## src/hw/rtl/ludpp_queue.sv

```systemverilog
// Small FIFO that decouples the load front end from the back end.
// No dependencies.
`default_nettype none

module ludpp_queue #(
  parameter int WIDTH = 8,
  parameter int DEPTH = 2
) (
  input  wire logic             clk,
  input  wire logic             rst,
  input  wire logic             push,
  input  wire logic [WIDTH-1:0] push_data,
  output logic                  full,
  input  wire logic             pop,
  output logic      [WIDTH-1:0] pop_data,
  output logic                  empty
);

  localparam int PW = (DEPTH > 1) ? $clog2(DEPTH) : 1;
  localparam int CW = $clog2(DEPTH + 1);

  logic [WIDTH-1:0] slot [DEPTH];
  logic [PW-1:0]    wr_ptr;
  logic [PW-1:0]    rd_ptr;
  logic [CW-1:0]    count;

  assign full     = (count == CW'(DEPTH));
  assign empty    = (count == '0);
  assign pop_data = slot[rd_ptr];

  always_ff @(posedge clk) begin
    if (push) begin
      slot[wr_ptr] <= push_data;
    end
  end

  always_ff @(posedge clk) begin
    if (rst) begin
      wr_ptr <= '0;
      rd_ptr <= '0;
      count  <= '0;
    end else begin
      if (push) begin
        wr_ptr <= (wr_ptr == PW'(DEPTH - 1)) ? '0 : wr_ptr + 1'b1;
      end
      if (pop) begin
        rd_ptr <= (rd_ptr == PW'(DEPTH - 1)) ? '0 : rd_ptr + 1'b1;
      end
      if (push && !pop) begin
        count <= count + 1'b1;
      end else if (pop && !push) begin
        count <= count - 1'b1;
      end
    end
  end

endmodule

`default_nettype wire

```

## config.mk

```make
export PLATFORM = sky130hd
export DESIGN_NAME = ludpp_queue
export DESIGN_NICKNAME = d
export VERILOG_FILES = /design/src/hw/rtl/ludpp_queue.sv
export SDC_FILE = /design/constraint.sdc
export NUM_CORES = 1
export LEC_CHECK = 0
export BUFFER_PORTS_ARGS = -buffer_cell sky130_fd_sc_hd__buf_4
export CELL_PAD_IN_SITES_DETAIL_PLACEMENT = 1
export CELL_PAD_IN_SITES_GLOBAL_PLACEMENT = 2
export CORE_MARGIN = 4
export CORE_UTILIZATION = 33
export CTS_CLUSTER_DIAMETER = 60
export DETAILED_ROUTE_END_ITERATION = 12
export GPL_TIMING_DRIVEN = 1
export HOLD_SLACK_MARGIN = 0.08
export PLACE_DENSITY = 0.76
export SLEW_MARGIN = 10
export SYNTH_ARGS = -nofsm -noshare
export SYNTH_HDL_FRONTEND = slang
export SYNTH_SLANG_ARGS = --single-unit
export TNS_END_PERCENT = 50
```

## constraint.sdc

```tcl
create_clock -name clk -period 1.3 [get_ports clk]
set_input_delay 0.195 -clock clk [delete_from_list [all_inputs] [get_ports clk]]
set_output_delay 0.195 -clock clk [all_outputs]
set_load 0.05 [all_outputs]
```

=== Yosys cells after proc, flatten, opt, wreduce, memory -nomap -nowiden ===
Memories as Yosys holds them, arrays and structs flattened. A register that Yosys moved wholly into a read port is not among the register bits.
Index checks and enable logic that the tools add are counted.

* Register bits: 4
* Bits in writable memories: 16
* Bits of input ports: 12
* Output and inout port bits: 10
* Memories: 1

{| class="wikitable"
|+ Memory list
! memory !! depth !! bits a word !! rd ports !! clocked after Yosys merged registers in !! wr ports !! line !! RTL
|-
| slot || 2 || 8 || 1 || 1 || 1 || 22 || <nowiki>logic [WIDTH-1:0] slot [DEPTH];</nowiki>
|}

* $add $sub $neg: 4
* Equality and inequality tests: 1
* Mux-type cells: 8
* Reductions and logical operators: 6

{| class="wikitable"
|+ Operator list
! kind !! count
|-
| 2-to-1 mux 1 bit || 6
|-
| 2-to-1 mux 2 bit || 2
|-
| adder 1 bit (second input constant) || 2
|-
| adder 2 x 1 -> 2 bit (second input constant) || 1
|-
| == test 2 bit (second input constant) || 1
|-
| logical AND 1 bit || 2
|-
| logical NOT 1 bit || 2
|-
| logical NOT 2 bit || 1
|-
| nonzero test 2 bit || 1
|-
| subtractor 2 x 1 -> 2 bit (second input constant) || 1
|}

=== Longest topological paths before layout ===
* Word-level depth: 4
* Gate-level depth with buffers: 5

=== Worst setup path before layout ===
Ideal clock, no wire load.

* Path type: reg2out
* From: reg count[0]
* To: out empty
* Arrival: 0.976 ns
* Slack: 0.129 ns
* Stages on the path, launching flop included: 2
* Path buffers: 0
* Cell sequence: dfxtp_1 nor2_1

* Word-level cells in the longest chain between the ends: 1

{| class="wikitable"
|+ RTL lines
! item !! line !! RTL
|-
| start: declaration || 25 || <nowiki>logic [CW-1:0] count;</nowiki>
|-
| start signal: assignment || 50 || <nowiki>count <= count + 1'b1;</nowiki>
|-
| start signal: assignment || 52 || <nowiki>count <= count - 1'b1;</nowiki>
|-
| logical NOT 2 bit || 28 || <nowiki>assign empty = (count == '0);</nowiki>
|-
| end: declaration || 16 || <nowiki>output logic empty</nowiki>
|}

Every way passes these cells.

==> run metrics <==
status=finished, violations left; failing checks=negative setup slack; largest net degree at the start of global routing=12; Ys Warns=0; Peak Freq=692 MHz; Vias=491; dpl ws=0.0883 ns; Peak VDD IR=between 0.7 and 0.8 mV; Pwr Density=~1300 nW/um2; drt via density=4.38; DR iter-0 viols=1; total track usage=0.0950; Worst Clk Skew=0.00327 ns; Slew @ Worst Pin=0.200 ns; WL/cell=12.0 um; Clock power frac=0.190; Setup Buffers After CTS=0; Placeable Area=2230 um2; RSZ-0062 raised after global routing=true; Die W=56.7 um; placed cell areas=1000 um2; final hold viol count=0; first-pass GRT wire length=about 2.3 mm; Row Count=17; n_diodes=0; initial antenna violation count=0; H-Tree Depth=1; synthesized area=783 um2; drt pass-1 iters=3; DP HPWL=about 960 um; clk root buf=clkbuf_4; total congestion overflow=0; unique cell type count in the Yosys netlist=15; WHS Path Cells=3; number of global-route vias before repair=about 530; # DRC=0; maxcap violations=0; Switching Fraction=0.280; critical setup path kind=reg2out; Synth Instances=47; Clock Pin Slew Worst Setup and Hold Paths=0.11 ns; top cells by area, synth=edfxtp_1 61%, dfxtp_1 13%, mux2_2 12%; leading area contributor after synthesis=edfxtp_1; Area Growth Syn to Fin=55.8%; Chip Height=about 57 um; Final min period=1.45 ns; share of the synthesized area in the top cell type=0.613; Synthesized Nets=60; number of port buffers=21; HP Class=in2reg; # IOs=22; final hold slack=between 0.15 and 0.2 ns; TritonCTS buffer count=3; total wire length=1.35 mm; global placer's final weighted congestion=between 0.5 and 0.6; CTS max path bufs=2; Combinational Power Share=0.292; post-synthesis sequential area ratio=0.741; #FFs+latches synth=21; Final TNS setup=-1.14 ns; Rel. slew slack=0.866; fin crit share=1.11; CP arrival=roughly 1.3 ns; Worst EP required=1.11 ns; NetSw=0.433 mW; critical path endpoint category=primary output; Final WS setup=-0.145 ns; LEAKAGE=0.502 nW; Synth Area per Inst=roughly 17 um2; die area=3220 um2; internal cell power=1.11 mW; final setup vio count=8; crit start category=register; Pwr Total=about 1.5 mW; Starting Density=0.351; fill count=229; CTS tree=built; post-route cell area=1220 um2; Post-DRT Antenna Nets=0; sequential power share=0.518; final slew viol count=0; Sink Count=21; commonest non-fill, non-tap cells in the layout=16 x buf_4, 16 x edfxtp_1, 9 x dlygate4sd3_1, 9 x buf_8, 8 x mux2_4; share of layout cells above drive strength 1=0.464; Worst-Skew Late Latency=0.29 ns; Worst Reg-to-Reg Cells=3; maximum fanout along the worst path=8; Final nets=98
worst max-delay path, cell delays in order (launching register included):
cell     delay (ns)
dfxtp_2        0.35
buf_8          0.14
mux2_4         0.32
buf_8          0.15
path summary, 6_finish.rpt:
path                                from     endpoint  slack (ns)
worst max register to register  count[0]     count[1]        0.27
worst min register to register  count[1]     count[1]        0.51
worst max-delay path            register  pop_data[3]       -0.15
worst min-delay path                push       wr_ptr        0.17
cell usage after synthesis, drive strengths merged:
| cell type | n |
|---|---|
| nor2b | 1 |
| a21oi | 1 |
| inv | 1 |
| buf | 1 |
| or3 | 1 |
| nor2 | 5 |
| o21ai | 1 |
| and2b | 1 |
| ha | 1 |
| mux2 | 8 |
| xor2 | 2 |
| dfxtp | 5 |
| xnor2 | 2 |
| edfxtp | 16 |
| and2 | 1 |
through the flow:
stage          std cells   util
6_report             112  0.546
3_5_place_dp          99  0.448
2_1_floorplan         47      -
4_1_cts              112  0.545
5_1_grt              112  0.546
3_3_place_gp          99  0.448
power by group through the flow:
stage	Sequential, mW	Combinational [mW]	Clock (mW)
3_3_place_gp	0.808	0.356	0
3_5_place_dp	0.811	0.360	0
6_report	0.799	0.451	0.293
2_1_floorplan	0.805	0.239	0
5_1_grt	0.805	0.478	0.336
4_1_cts	0.799	0.455	0.314
registers in the layout, indices dropped and copies added (netlist names), named ones only:
| name | count |
|---|---|
| wr_ptr | 1 |
| count | 2 |
| slot | 16 |
| rd_ptr | 1 |
final cells by class:
type / count / area, um2 / area share
Sequential cell: 21 / 586 / 0.480
Timing Repair Buffer: 34 / 345 / 0.283
Multi-Input combinational cell: 24 / 224 / 0.184
Tap cell: 28 / 35.0 / 0.0287
Clock buffer: 4 / 26.3 / 0.0215
Inverter: 1 / 3.75 / 0.00308
routing by layer:
layer,wire length [um],vias to the layer above,GRT usage
li1,-,243,-
met1,568,236,0.114
met2,689,10,0.155
met3,73,2,0.0230
met4,13,0,0.0508
met5,0,-,0
what timing repair did:
action                                  4_1_cts  5_1_grt
pin swaps                                     0        0
endpoints found under the setup margin        9        9
hold endpoints to repair                     17        0
resized for setup                            28        1
hold buffers                                  9        0
logic make-up after synthesis:
kind of cell / count (synthesis) / synth area share
and+or+nand+nor: 9 / 0.0591
muxes: 8 / 0.115
buffers and inverters: 2 / 0.0112
AOI/OAI and AO/OA: 2 / 0.0128
adders and majority gates: 1 / 0.0160
xor gates and xnor gates: 4 / 0.0447
DFF: 21 / 0.741
(Power assumes the default switching activity.)
