--- src/hw/rtl/ludpp_pkg.sv ---
// Shared types and constants for the LU decomposition unit.
// No dependencies; the top level, front end, divider and back end import this package.
`default_nettype none

package ludpp_pkg;

  localparam int DEF_MAX_ORDER  = 8;
  localparam int DEF_DATA_WIDTH = 32;

  localparam int ELEM_W    = 32;
  localparam int SRC_W     = 3;
  localparam int SWAP_W    = 3;
  localparam int ORDER_W   = 4;
  localparam int THRESH_W  = 16;
  localparam int FRAC_BITS = 16;

  localparam int CFG_IDX_W  = 1;
  localparam int CFG_DATA_W = 16;

  localparam logic [CFG_IDX_W-1:0] REG_MATRIX_ORDER       = 1'd0;
  localparam logic [CFG_IDX_W-1:0] REG_SINGULAR_THRESHOLD = 1'd1;

  localparam logic [ORDER_W-1:0]  ORDER_RESET  = 4'd8;
  localparam logic [THRESH_W-1:0] THRESH_RESET = 16'd1;

  // Widest store address over the supported orders.
  localparam int CMD_AW      = 6;
  localparam int QUEUE_DEPTH = 2;

  // One classified load beat handed from the front end to the back end.
  typedef struct packed {
    logic [ELEM_W-1:0]  value;
    logic [CMD_AW-1:0]  addr;
    logic               wr;
    logic               first;
    logic               clamp;
    logic               last;
    logic [ORDER_W-1:0] order;
  } cmd_t;

  function automatic int val_bits(input int dw);
    return (dw < 32) ? dw : 32;
  endfunction

endpackage

`default_nettype wire

--- src/hw/rtl/ludpp_if.sv ---
// Valid/ready stream interfaces for matrix elements and results.
// Depends on nothing; used by the top level, the front end and the back end.
`default_nettype none

interface ludpp_elem_if;
  logic               valid;
  logic               ready;
  logic signed [31:0] elem_value;
  logic               elem_last;

  modport source (output valid, elem_value, elem_last, input ready);
  modport sink   (input valid, elem_value, elem_last, output ready);
endinterface


`default_nettype wire

--- src/hw/rtl/ludpp_front.sv ---
// Load front end: accepts element beats, clamps them and assigns store addresses.
// Depends on ludpp_pkg and the element stream interface.
`default_nettype none

module ludpp_front
  import ludpp_pkg::*;
#(
  parameter int MAX_ORDER  = DEF_MAX_ORDER,
  parameter int DATA_WIDTH = DEF_DATA_WIDTH
) (
  input  wire logic               clk,
  input  wire logic               rst,
  ludpp_elem_if.sink              elem,
  input  wire logic [ORDER_W-1:0] matrix_order,
  input  wire logic               q_full,
  output logic                    q_push,
  output cmd_t                    q_cmd
);

  localparam int VB = val_bits(DATA_WIDTH);
  localparam int NW = $clog2(MAX_ORDER + 1);
  localparam int LW = $clog2(MAX_ORDER * MAX_ORDER + 1);

  localparam logic [ELEM_W-1:0] VAL_HI = {{(ELEM_W - VB + 1){1'b0}}, {(VB - 1){1'b1}}};
  localparam logic [ELEM_W-1:0] VAL_LO = {{(ELEM_W - VB + 1){1'b1}}, {(VB - 1){1'b0}}};

  logic [LW-1:0] load_index;
  logic [NW-1:0] n_use;
  logic [LW-1:0] n_sq;
  logic          in_range;
  logic          store_ok;

  always_comb begin
    if (matrix_order == '0) begin
      n_use = NW'(1);
    end else if (matrix_order > ORDER_W'(MAX_ORDER)) begin
      n_use = NW'(MAX_ORDER);
    end else begin
      n_use = NW'(matrix_order);
    end
  end

  assign n_sq     = LW'(n_use) * LW'(n_use);
  assign store_ok = (load_index < n_sq);
  // In range when every bit above the sign of the stored width agrees.
  assign in_range = (&elem.elem_value[ELEM_W-1:VB-1]) || !(|elem.elem_value[ELEM_W-1:VB-1]);

  assign elem.ready = !q_full;
  assign q_push     = elem.valid && !q_full;

  always_comb begin
    q_cmd.value = in_range ? elem.elem_value : (elem.elem_value[ELEM_W-1] ? VAL_LO : VAL_HI);
    q_cmd.addr  = CMD_AW'(load_index);
    q_cmd.wr    = store_ok;
    q_cmd.first = (load_index == '0);
    q_cmd.clamp = !in_range;
    q_cmd.last  = elem.elem_last;
    q_cmd.order = ORDER_W'(n_use);
  end

  always_ff @(posedge clk) begin
    if (rst) begin
      load_index <= '0;
    end else if (q_push) begin
      if (elem.elem_last) begin
        load_index <= '0;
      end else if (store_ok) begin
        load_index <= load_index + 1'b1;
      end
    end
  end

endmodule

`default_nettype wire

--- src/flat_wrapper.sv ---
// flat-port wrapper written by rule: the top's interface ports become plain ports
module ludpp_front_flat import ludpp_pkg::*;
#(
  parameter int MAX_ORDER  = DEF_MAX_ORDER,
  parameter int DATA_WIDTH = DEF_DATA_WIDTH
)
  (clk, rst, matrix_order, q_full, q_push, q_cmd, elem_valid, elem_elem_value, elem_elem_last, elem_ready);
  ludpp_elem_if elem_i ();
  input  wire logic clk;
  input  wire logic rst;
  input  wire logic [ORDER_W-1:0] matrix_order;
  input  wire logic q_full;
  output logic q_push;
  output cmd_t q_cmd;
  input wire logic [$bits(elem_i.valid)-1:0] elem_valid;
  input wire logic [$bits(elem_i.elem_value)-1:0] elem_elem_value;
  input wire logic [$bits(elem_i.elem_last)-1:0] elem_elem_last;
  output wire logic [$bits(elem_i.ready)-1:0] elem_ready;
  assign elem_i.valid = elem_valid;
  assign elem_i.elem_value = elem_elem_value;
  assign elem_i.elem_last = elem_elem_last;
  assign elem_ready = elem_i.ready;
  ludpp_front #(.MAX_ORDER(MAX_ORDER), .DATA_WIDTH(DATA_WIDTH)) u_core (.clk(clk), .rst(rst), .elem(elem_i), .matrix_order(matrix_order), .q_full(q_full), .q_push(q_push), .q_cmd(q_cmd));
endmodule
--- config.mk ---
export PLATFORM = sky130hd
export DESIGN_NAME = ludpp_front_flat
export DESIGN_NICKNAME = d
export VERILOG_FILES = /design/src/hw/rtl/ludpp_pkg.sv /design/src/hw/rtl/ludpp_if.sv /design/src/hw/rtl/ludpp_front.sv /design/src/flat_wrapper.sv
export SDC_FILE = /design/constraint.sdc
export NUM_CORES = 1
export LEC_CHECK = 0
export BUFFER_PORTS_ARGS = -buffer_cell sky130_fd_sc_hd__buf_2
export CORE_MARGIN = 4
export CORE_UTILIZATION = 28
export CTS_BUF_LIST = sky130_fd_sc_hd__clkbuf_8
export CTS_CLUSTER_DIAMETER = 200
export DETAILED_ROUTE_END_ITERATION = 8
export HOLD_SLACK_MARGIN = 0.02
export PLACE_DENSITY = 0.61
export SYNTH_ARGS = -nofsm -noshare
export SYNTH_HDL_FRONTEND = slang
export SYNTH_SLANG_ARGS = --single-unit
--- constraint.sdc ---
create_clock -name clk -period 8.15 [get_ports clk]
set_clock_uncertainty 0.2 [all_clocks]
set_input_delay 0.4075 -clock clk [delete_from_list [all_inputs] [get_ports clk]]
set_output_delay 0.4075 -clock clk [all_outputs]
set_load 0.05 [all_outputs]
Word-level counts from Yosys, hierarchy flattened --
Cells that the tools add are included. Widths: inputs -> output; s select.
Storage, ports and cells: output and inout bits 48, bits of input ports 41, register bits after elaboration 7, word-level logic and storage cells 15
Cells by class: order comparisons 2, multiplexer cells 4, $add $sub $neg 1, reduce and logical (&&, ||, !) cells 6, $mul 1
Operators with widths (count):
- $mux 7 | 2
- $mux 4 | 2
- $add 7x1->7 const B | 1
- $logic_not 7->1 | 1
- $lt 7x7->1 | 1
- $mul 4x4->7 | 1
- $gt 4x4->1 const B | 1
- $logic_not 4->1 | 1
- $reduce_and 2->1 | 1
- $reduce_bool 2->1 | 1
- $logic_and 1x1->1 | 1
- $logic_not 1->1 | 1

Logic depth before layout (Yosys ltp) --
Gate-level depths: netlist of the first run.
word-level depth 7, gate-level depth with buffers 14, depth with buffers taken out 13

Worst setup path before layout of the first run --
No wires, ideal clock.
path type input-to-output, start point input matrix_order[2], end point output q_cmd[7] (netlist name), data required time 7.543 ns, slack 4.300 ns, arrival time 3.243 ns, stages on the path 13, path buffers 2, cell sequence nor2b_1 nor2b_1 and2_1 ha_1 a21o_1 a21oi_1 xnor2_1 ha_1 nand2_1 o21ai_0 a21oi_2 buf_6 buf_4
Between the ends: longest elaborated chain between the ends 5, elaborated cells on any way between the ends 6, classes of those cells mul: 1; order compare: 2; mux: 2; reduce/logical: 1
RTL lines:
- start: declaration | RTL line flat_wrapper.sv:11 | input wire logic [ORDER_W-1:0] matrix_order;
- $gt 4x4->1 | RTL line ludpp_front.sv:36 | end else if (matrix_order > ORDER_W'(MAX_ORDER)) begin
- $mux 4 | RTL line ludpp_front.sv:36
- $mux 4 * | RTL line ludpp_front.sv:34 | if (matrix_order == '0) begin
- $mul 4x4->7 * | RTL line ludpp_front.sv:43 | assign n_sq = LW'(n_use) * LW'(n_use);
- $lt 7x7->1 * | RTL line ludpp_front.sv:44 | assign store_ok = (load_index < n_sq);
- end: declaration | RTL line flat_wrapper.sv:14 | output cmd_t q_cmd;
Every way passes the cells marked *; elsewhere a longest branch is shown, timed or not.

==> reports/qor.csv, run 1 <==
stage,metric,value,unit
sta,Sum Neg Setup Slack,0,ns
clock_network,clk_lat worst skew,0.23,ns
floorplanning,core area,3660,sq um
drt,DRT met1 WL,945,um
drt,vias,806,
setup_path,delay of the slowest critical-path stage,0.43,ns
sta,RSZ-0062 raised after global routing,no,
sta,hold slack final,0.296,ns
placed_design,Setup WS pre-CTS,4.43,ns
setup_path,reg2reg setup slack,5.93,ns
setup_path,Reg-to-Reg End,u_core.load_index[4]$_SDFFE_PP0P_,
synthesis,synth top area cells,"buf_4 (29%), dfxtp_1 (13%), ha_1 (11%)",
final_layout,Fillers,420,
synthesis,"area leader, netlist",buf_4,
drt,DRT iter0 DRCs,16,
drt,DRC Markers,0,
drt,met3 wire length,203,um
sta,"Hold Violations, Final",0,
global_route,vias in the first global route,715,
setup_path,Crit path buffers/inverters,2,
final_layout,layout cell share with drive strength beyond 1,25.0,%
sta,Final Cycle Share,45.8,%
clock_network,clock-pin transition on the worst setup and hold timing paths,0.04,ns
setup_path,Critical Path Start,matrix_order[3],
setup_path,reg2reg start,u_core.load_index[4]$_SDFFE_PP0P_,
drt,WL/cell,12.0,um
global_route,maximum number of pins on one net before global-route repair,14,
clock_network,H-tree levels,1,
clock_network,CTS tree,done,
final_layout,Nets,176,
global_route,antenna violations before repair,0,
placed_design,placed instance area,903,sq um
setup_path,Worst Path Required,7.54,ns
clock_network,# clock sinks,7,
sta,fmax,0.268,GHz
setup_path,WP depth,13,
synthesis,Avg Synthesized Cell Area,7.46,sq um
clock_network,TritonCTS Buffers,3,
final_layout,highest-count cells in the layout ignoring fill and taps,"buf_2 (23), inv_1 (10), nand2_1 (10)",
final_layout,fin cells,172,
drt,Top Layer Used,met4,
final_layout,final instance area,948,sq um
min_path,HP Class,input pin to flop,
sta,slew margin rel.,64.7,%
placed_design,Placed Instances,168,
synthesis,Yosys warning total,0,
drt,final WL,2.07,mm
global_route,global-route wire length before repair,3.34,mm
synthesis,Cells after Synth,142,
floorplanning,width of the die,69.5,um
final_layout,max FFs per register,7,
status,status,"complete, no violations",
setup_path,critical path endpoint,q_cmd[7],
setup_path,CP Launch Type,input pin,
setup_path,cell chain of the critical path,buf_2 > nor2b_1 > nor2b_1 > and2_1 > ha_1 > a21o_1 > a21oi_1 > xnor2_1 > ha_1 > nand2_1 > o21ai_0 > a21oi_2 > buf_2,
placed_design,HPWL after DPL,1.59,mm
clock_network,CTS Root Cell,clkbuf_8,
final_layout,Biggest register,u_core.load_index,
synthesis,Post-synth EDFFs,0,
final_layout,Final Core Density,25.9,%
run,max cap viols,0,
setup_path,CP top delay family,compound AO/OA/AOI/OAI gates,
drt,Antenna Violating Nets Remaining,0,
clock_network,# resized after CTS,0,
synthesis,flop and latch count out of synthesis,7,
setup_path,critical path class,input pin to output pin,
drt,met2 WL,909,um
final_layout,antenna cells,0,
clock_network,post-CTS setup buffers,0,
power,Max IR drop VDD,0.0971,mV
setup_path,crit path max fanout,13,
synthesis,top cell type's share of synthesized area,29.0,%
final_layout,biggest regs,u_core.load_index (7),
global_route,Global Route Usage Sum,8.27,%
floorplanning,area of the die,4830,sq um
final_layout,Area Overhead vs Synth,-10.5,%
setup_path,critical path's slowest cell,a21oi_2,
final_layout,"most common cell after layout, fill and taps aside",buf_2,
setup_path,arrival time worst endpoint,3.13,ns
setup_path,worst reg2reg path depth,6,
sta,"Slew Viols, Final",0,
power,power per standard cell area,137,nW/um^2
floorplanning,Initial Utilization,28.9,%
floorplanning,Die Span Y,69.5,um
synthesis,Post-synth ARST share,0,%
drt,1st-pass router iterations,4,
synthesis,Synth Cell Area,1060,sq um
sta,minimum clock period,3.73,ns
clock_network,cts-stage hold buffer count,0,
synthesis,count of cell types in the netlist,40,
power,Total Power,0.130,mW
sta,Final setup viols,0,
placed_design,Placer Congestion,0.781,
floorplanning,Rows,22,
placed_design,IO Port Bufs,23,
sta,worst setup margin,4.42,ns
setup_path,crit end category,output pin,
floorplanning,I/O pin total,89,
clock_network,CTS max path bufs,2,
synthesis,top_reg_cell synth,dfxtp_1,
global_route,total gr overflow,0,
synthesis,sequential share of the synthesized area,13.2,%
power,static leakage,0.427,nW
sta,Least-Margin Pin Slew,0.530,ns
drt,vias per cell,4.69,
[logic make-up after synthesis]
family | after synthesis | synth area share, %
DFF | 7 | 13.2
adders and majority gates | 10 | 12.5
other | 1 | 0.354
and+or+nand+nor | 43 | 21.4
AOI/OAI and AO/OA | 23 | 15.0
xor gates and xnor gates | 2 | 1.65
buffers and inverters | 55 | 34.8
muxes | 1 | 1.06
[cells in the mapped netlist (all sizes together), types with 2 or more instances]
master / instances
o21ai: 3
a21o: 2
nor3: 5
inv: 9
nor4: 2
nor2: 8
nand3: 5
a21oi: 7
nand4: 3
nand2: 10
a31oi: 4
dfxtp: 7
buf: 44
a211o: 2
xnor2: 2
ha: 9
nor2b: 3
clkbuf: 2
and3: 3
[routing by layer]
metal | global-route usage [%] | vias to the layer above
met5 | 0 | -
met4 | 1.95 | 0
met3 | 4.35 | 4
met2 | 12.2 | 25
met1 | 10.6 | 370
li1 | - | 407
[where the power goes]
group	leakage, nW	switching (mW)	total, mW	internal (mW)
Combinational	0.344	0.0326	0.0450	0.0124
Clock	0.0269	0.0150	0.0475	0.0325
Sequential	0.0566	0.00195	0.0374	0.0354
[worst reg2reg max path, stage by stage (launching register included)]
cell and delay, ns:
dfxtp_1 0.42, ha_1 0.28, a21oi_1 0.17, o21ai_0 0.12
a21oi_2 0.43, nand3_1 0.16, mux2_1 0.32
[area by class of cell]
| class | instances | area, sq um | share of cell area (%) |
|---|---|---|---|
| Clock inverter | 1 | 3.75 | 0.396 |
| Timing Repair Buffer | 23 | 115 | 12.1 |
| Multi-Input combinational cell | 81 | 554 | 58.4 |
| Tap cell | 48 | 60.1 | 6.33 |
| Sequential cell | 7 | 140 | 14.8 |
| Clock buffer | 3 | 41.3 | 4.35 |
| Inverter | 9 | 33.8 | 3.56 |
[worst min path at each step]
stage                                                 start                                 to  slack (ns)  cells past startpoint
after CTS                                               rst  u_core.load_index[1]$_SDFFE_PP0P_        0.28                      2
after detailed placement  u_core.load_index[6]$_SDFFE_PP0P_  u_core.load_index[6]$_SDFFE_PP0P_        0.34                      2
final                                                   rst  u_core.load_index[1]$_SDFFE_PP0P_        0.30                      2
after global placement    u_core.load_index[6]$_SDFFE_PP0P_  u_core.load_index[6]$_SDFFE_PP0P_        0.34                      2
after floorplan           u_core.load_index[6]$_SDFFE_PP0P_  u_core.load_index[6]$_SDFFE_PP0P_        0.29                      2
after global routing                                    rst  u_core.load_index[1]$_SDFFE_PP0P_        0.30                      2
No activity file was read; power rests on OpenSTA's default activity.
==> run 2, diff against run 1 <==
PLACE_DENSITY = 0.63   (was 0.61)
clock period = 3.35 ns   (was 8.15 ns; I/O delays follow)
==> run 2 against run 1 <==
Flip-flop and latch count unchanged; routed wire length decreased by 3.4%; non-clock buffer count stayed put; core utilization rose by 0.27 points; critical path depth unchanged; power is 140% higher; worst hold slack worse by 0.25 ns; die area did not move; critical path type unchanged; critical endpoint unchanged.
==> reports/qor.csv, run 2 (same netlist as run 1, synthesis figures left out) <==
stage,metric,value,unit
final_layout,Fillers,403,
sta,worst setup margin,0.291,ns
clock_network,CTS max path bufs,2,
floorplanning,core area,3660,sq um
clock_network,TritonCTS Buffers,3,
placed_design,Setup WS pre-CTS,0.116,ns
clock_network,H-tree levels,1,
sta,minimum clock period,3.06,ns
setup_path,cell chain of the critical path,buf_2 > nor2b_2 > nor2b_1 > and2_1 > ha_1 > a21o_1 > a21oi_1 > xnor2_1 > ha_1 > nand2_1 > o21ai_0 > a21oi_4 > buf_2,
final_layout,Area Overhead vs Synth,-9.56,%
min_path,hold_sp,rst,
setup_path,arrival time worst endpoint,2.69,ns
run,max cap viols,0,
global_route,Global Route Usage Sum,8.52,%
drt,DRC Markers,0,
final_layout,"most common cell after layout, fill and taps aside",buf_2,
setup_path,CP top delay family,compound AO/OA/AOI/OAI gates,
final_layout,antenna cells,0,
final_layout,layout cell share with drive strength beyond 1,25.8,%
clock_network,# resized after CTS,0,
min_path,HP Class,input pin to flop,
floorplanning,Initial Utilization,28.9,%
setup_path,reg2reg start,u_core.load_index[6]$_SDFFE_PP0P_,
placed_design,IO Port Bufs,23,
power,Clock Power Share,36.7,%
power,Logic pwr share,34.8,%
sta,fmax,0.327,GHz
drt,vias,791,
floorplanning,width of the die,69.5,um
power,Int Pwr,0.196,mW
setup_path,critical path's slowest cell,buf_2,
placed_design,HPWL after DPL,1.57,mm
clock_network,clk_lat worst skew,0.23,ns
sta,RSZ-0062 raised after global routing,no,
setup_path,crit end category,output pin,
status,status,"complete, no violations",
sta,Final setup viols,0,
global_route,antenna violations before repair,0,
drt,DRT iter0 DRCs,18,
setup_path,CP Launch Type,input pin,
global_route,maximum number of pins on one net before global-route repair,14,
sta,"Slew Viols, Final",0,
placed_design,Placer Congestion,0.747,
drt,final WL,1.99,mm
final_layout,Biggest register,u_core.load_index,
floorplanning,Die Span Y,69.5,um
min_path,Hold Crit Depth,2,
sta,hold slack final,0.0431,ns
setup_path,reg2reg setup slack,1.21,ns
power,static leakage,0.430,nW
drt,Antenna Violating Nets Remaining,0,
setup_path,crit path max fanout,13,
clock_network,# clock sinks,7,
final_layout,biggest regs,u_core.load_index (7),
clock_network,post-CTS setup buffers,0,
setup_path,Crit path buffers/inverters,2,
power,power per standard cell area,332,nW/um^2
floorplanning,I/O pin total,89,
sta,Final Cycle Share,91.3,%
setup_path,Reg-to-Reg End,u_core.load_index[4]$_SDFFE_PP0P_,
setup_path,critical path class,input pin to output pin,
global_route,global-route wire length before repair,3.41,mm
drt,WL/cell,11.6,um
global_route,vias in the first global route,762,
floorplanning,area of the die,4830,sq um
clock_network,clock-pin transition on the worst setup and hold timing paths,0.04,ns
floorplanning,Rows,22,
power,share of power burned in registers,28.5,%
sta,"Hold Violations, Final",0,
final_layout,max FFs per register,7,
power,net switching power figure,0.122,mW
final_layout,highest-count cells in the layout ignoring fill and taps,"buf_2 (23), inv_1 (10), nand2_1 (10)",
clock_network,CTS tree,done,
power,Max IR drop VDD,0.170,mV
setup_path,worst reg2reg path depth,6,
setup_path,Worst Path Required,2.98,ns
global_route,total gr overflow,0,
setup_path,delay of the slowest critical-path stage,0.34,ns
final_layout,Nets,176,
sta,Sum Neg Setup Slack,0,ns
drt,vias per cell,4.60,
power,Sw Share,38.3,%
min_path,WHS Endpoint,u_core.load_index[1]$_SDFFE_PP0P_,
clock_network,cts-stage hold buffer count,0,
clock_network,CTS Root Cell,clkbuf_8,
drt,1st-pass router iterations,4,
run 2: cell counts in the layout (fill, tap and decap cells not counted):
Identical to the previous run, type by type.
run 2: area by class of cell:
cell class	count	area [sq um]	share of cell area (%)
clock inverter	1	3.75	0.392
inverter	9	33.8	3.52
timing repair buffer	23	115	12.0
clock buffer	3	41.3	4.31
multi-input combinational	81	564	58.9
sequential	7	140	14.6
tap	48	60.1	6.27
run 2: how the worst max path moves through the flow:
stage | slack [ns] | from | cells past startpoint | to
3_5_place_dp | 0.12 | matrix_order[3] | 14 | u_core.load_index[4]$_SDFFE_PP0P_
5_1_grt | 0.03 | matrix_order[3] | 13 | q_cmd[7]
4_1_cts | 0.17 | matrix_order[3] | 13 | q_cmd[7]
6_report | 0.29 | matrix_order[3] | 13 | q_cmd[7]
3_3_place_gp | 0.19 | matrix_order[3] | 14 | u_core.load_index[4]$_SDFFE_PP0P_
2_1_floorplan | 0.22 | matrix_order[2] | 14 | u_core.load_index[3]$_SDFFE_PP0P_
run 2: per-stage QoR:
step / area (sq um) / power, mW / utilization (%) / instances
after global routing: 958 / 0.337 / 26.2 / 172
after floorplan: 1070 / 0.290 / - / 143
after CTS: 951 / 0.321 / 26.0 / 172
final: 958 / 0.318 / 26.2 / 172
after detailed placement: 906 / 0.202 / 24.7 / 168
after global placement: 906 / 0.202 / 24.7 / 168
run 2: power by group through the flow:
stage	registers (mW)	logic (mW)	clock network (mW)
after CTS	0.0908	0.110	0.121
after floorplan	0.0907	0.199	0
after global placement	0.0922	0.110	0
after global routing	0.0913	0.122	0.124
final	0.0907	0.111	0.117
after detailed placement	0.0922	0.109	0
run 2: layer usage:
metal	vias up	GRT usage (%)	wire length (um)
met5	-	0	0
met4	0	4.34	30
met3	3	2.90	201
met2	28	12.4	815
met1	350	11.1	946
li1	410	-	-
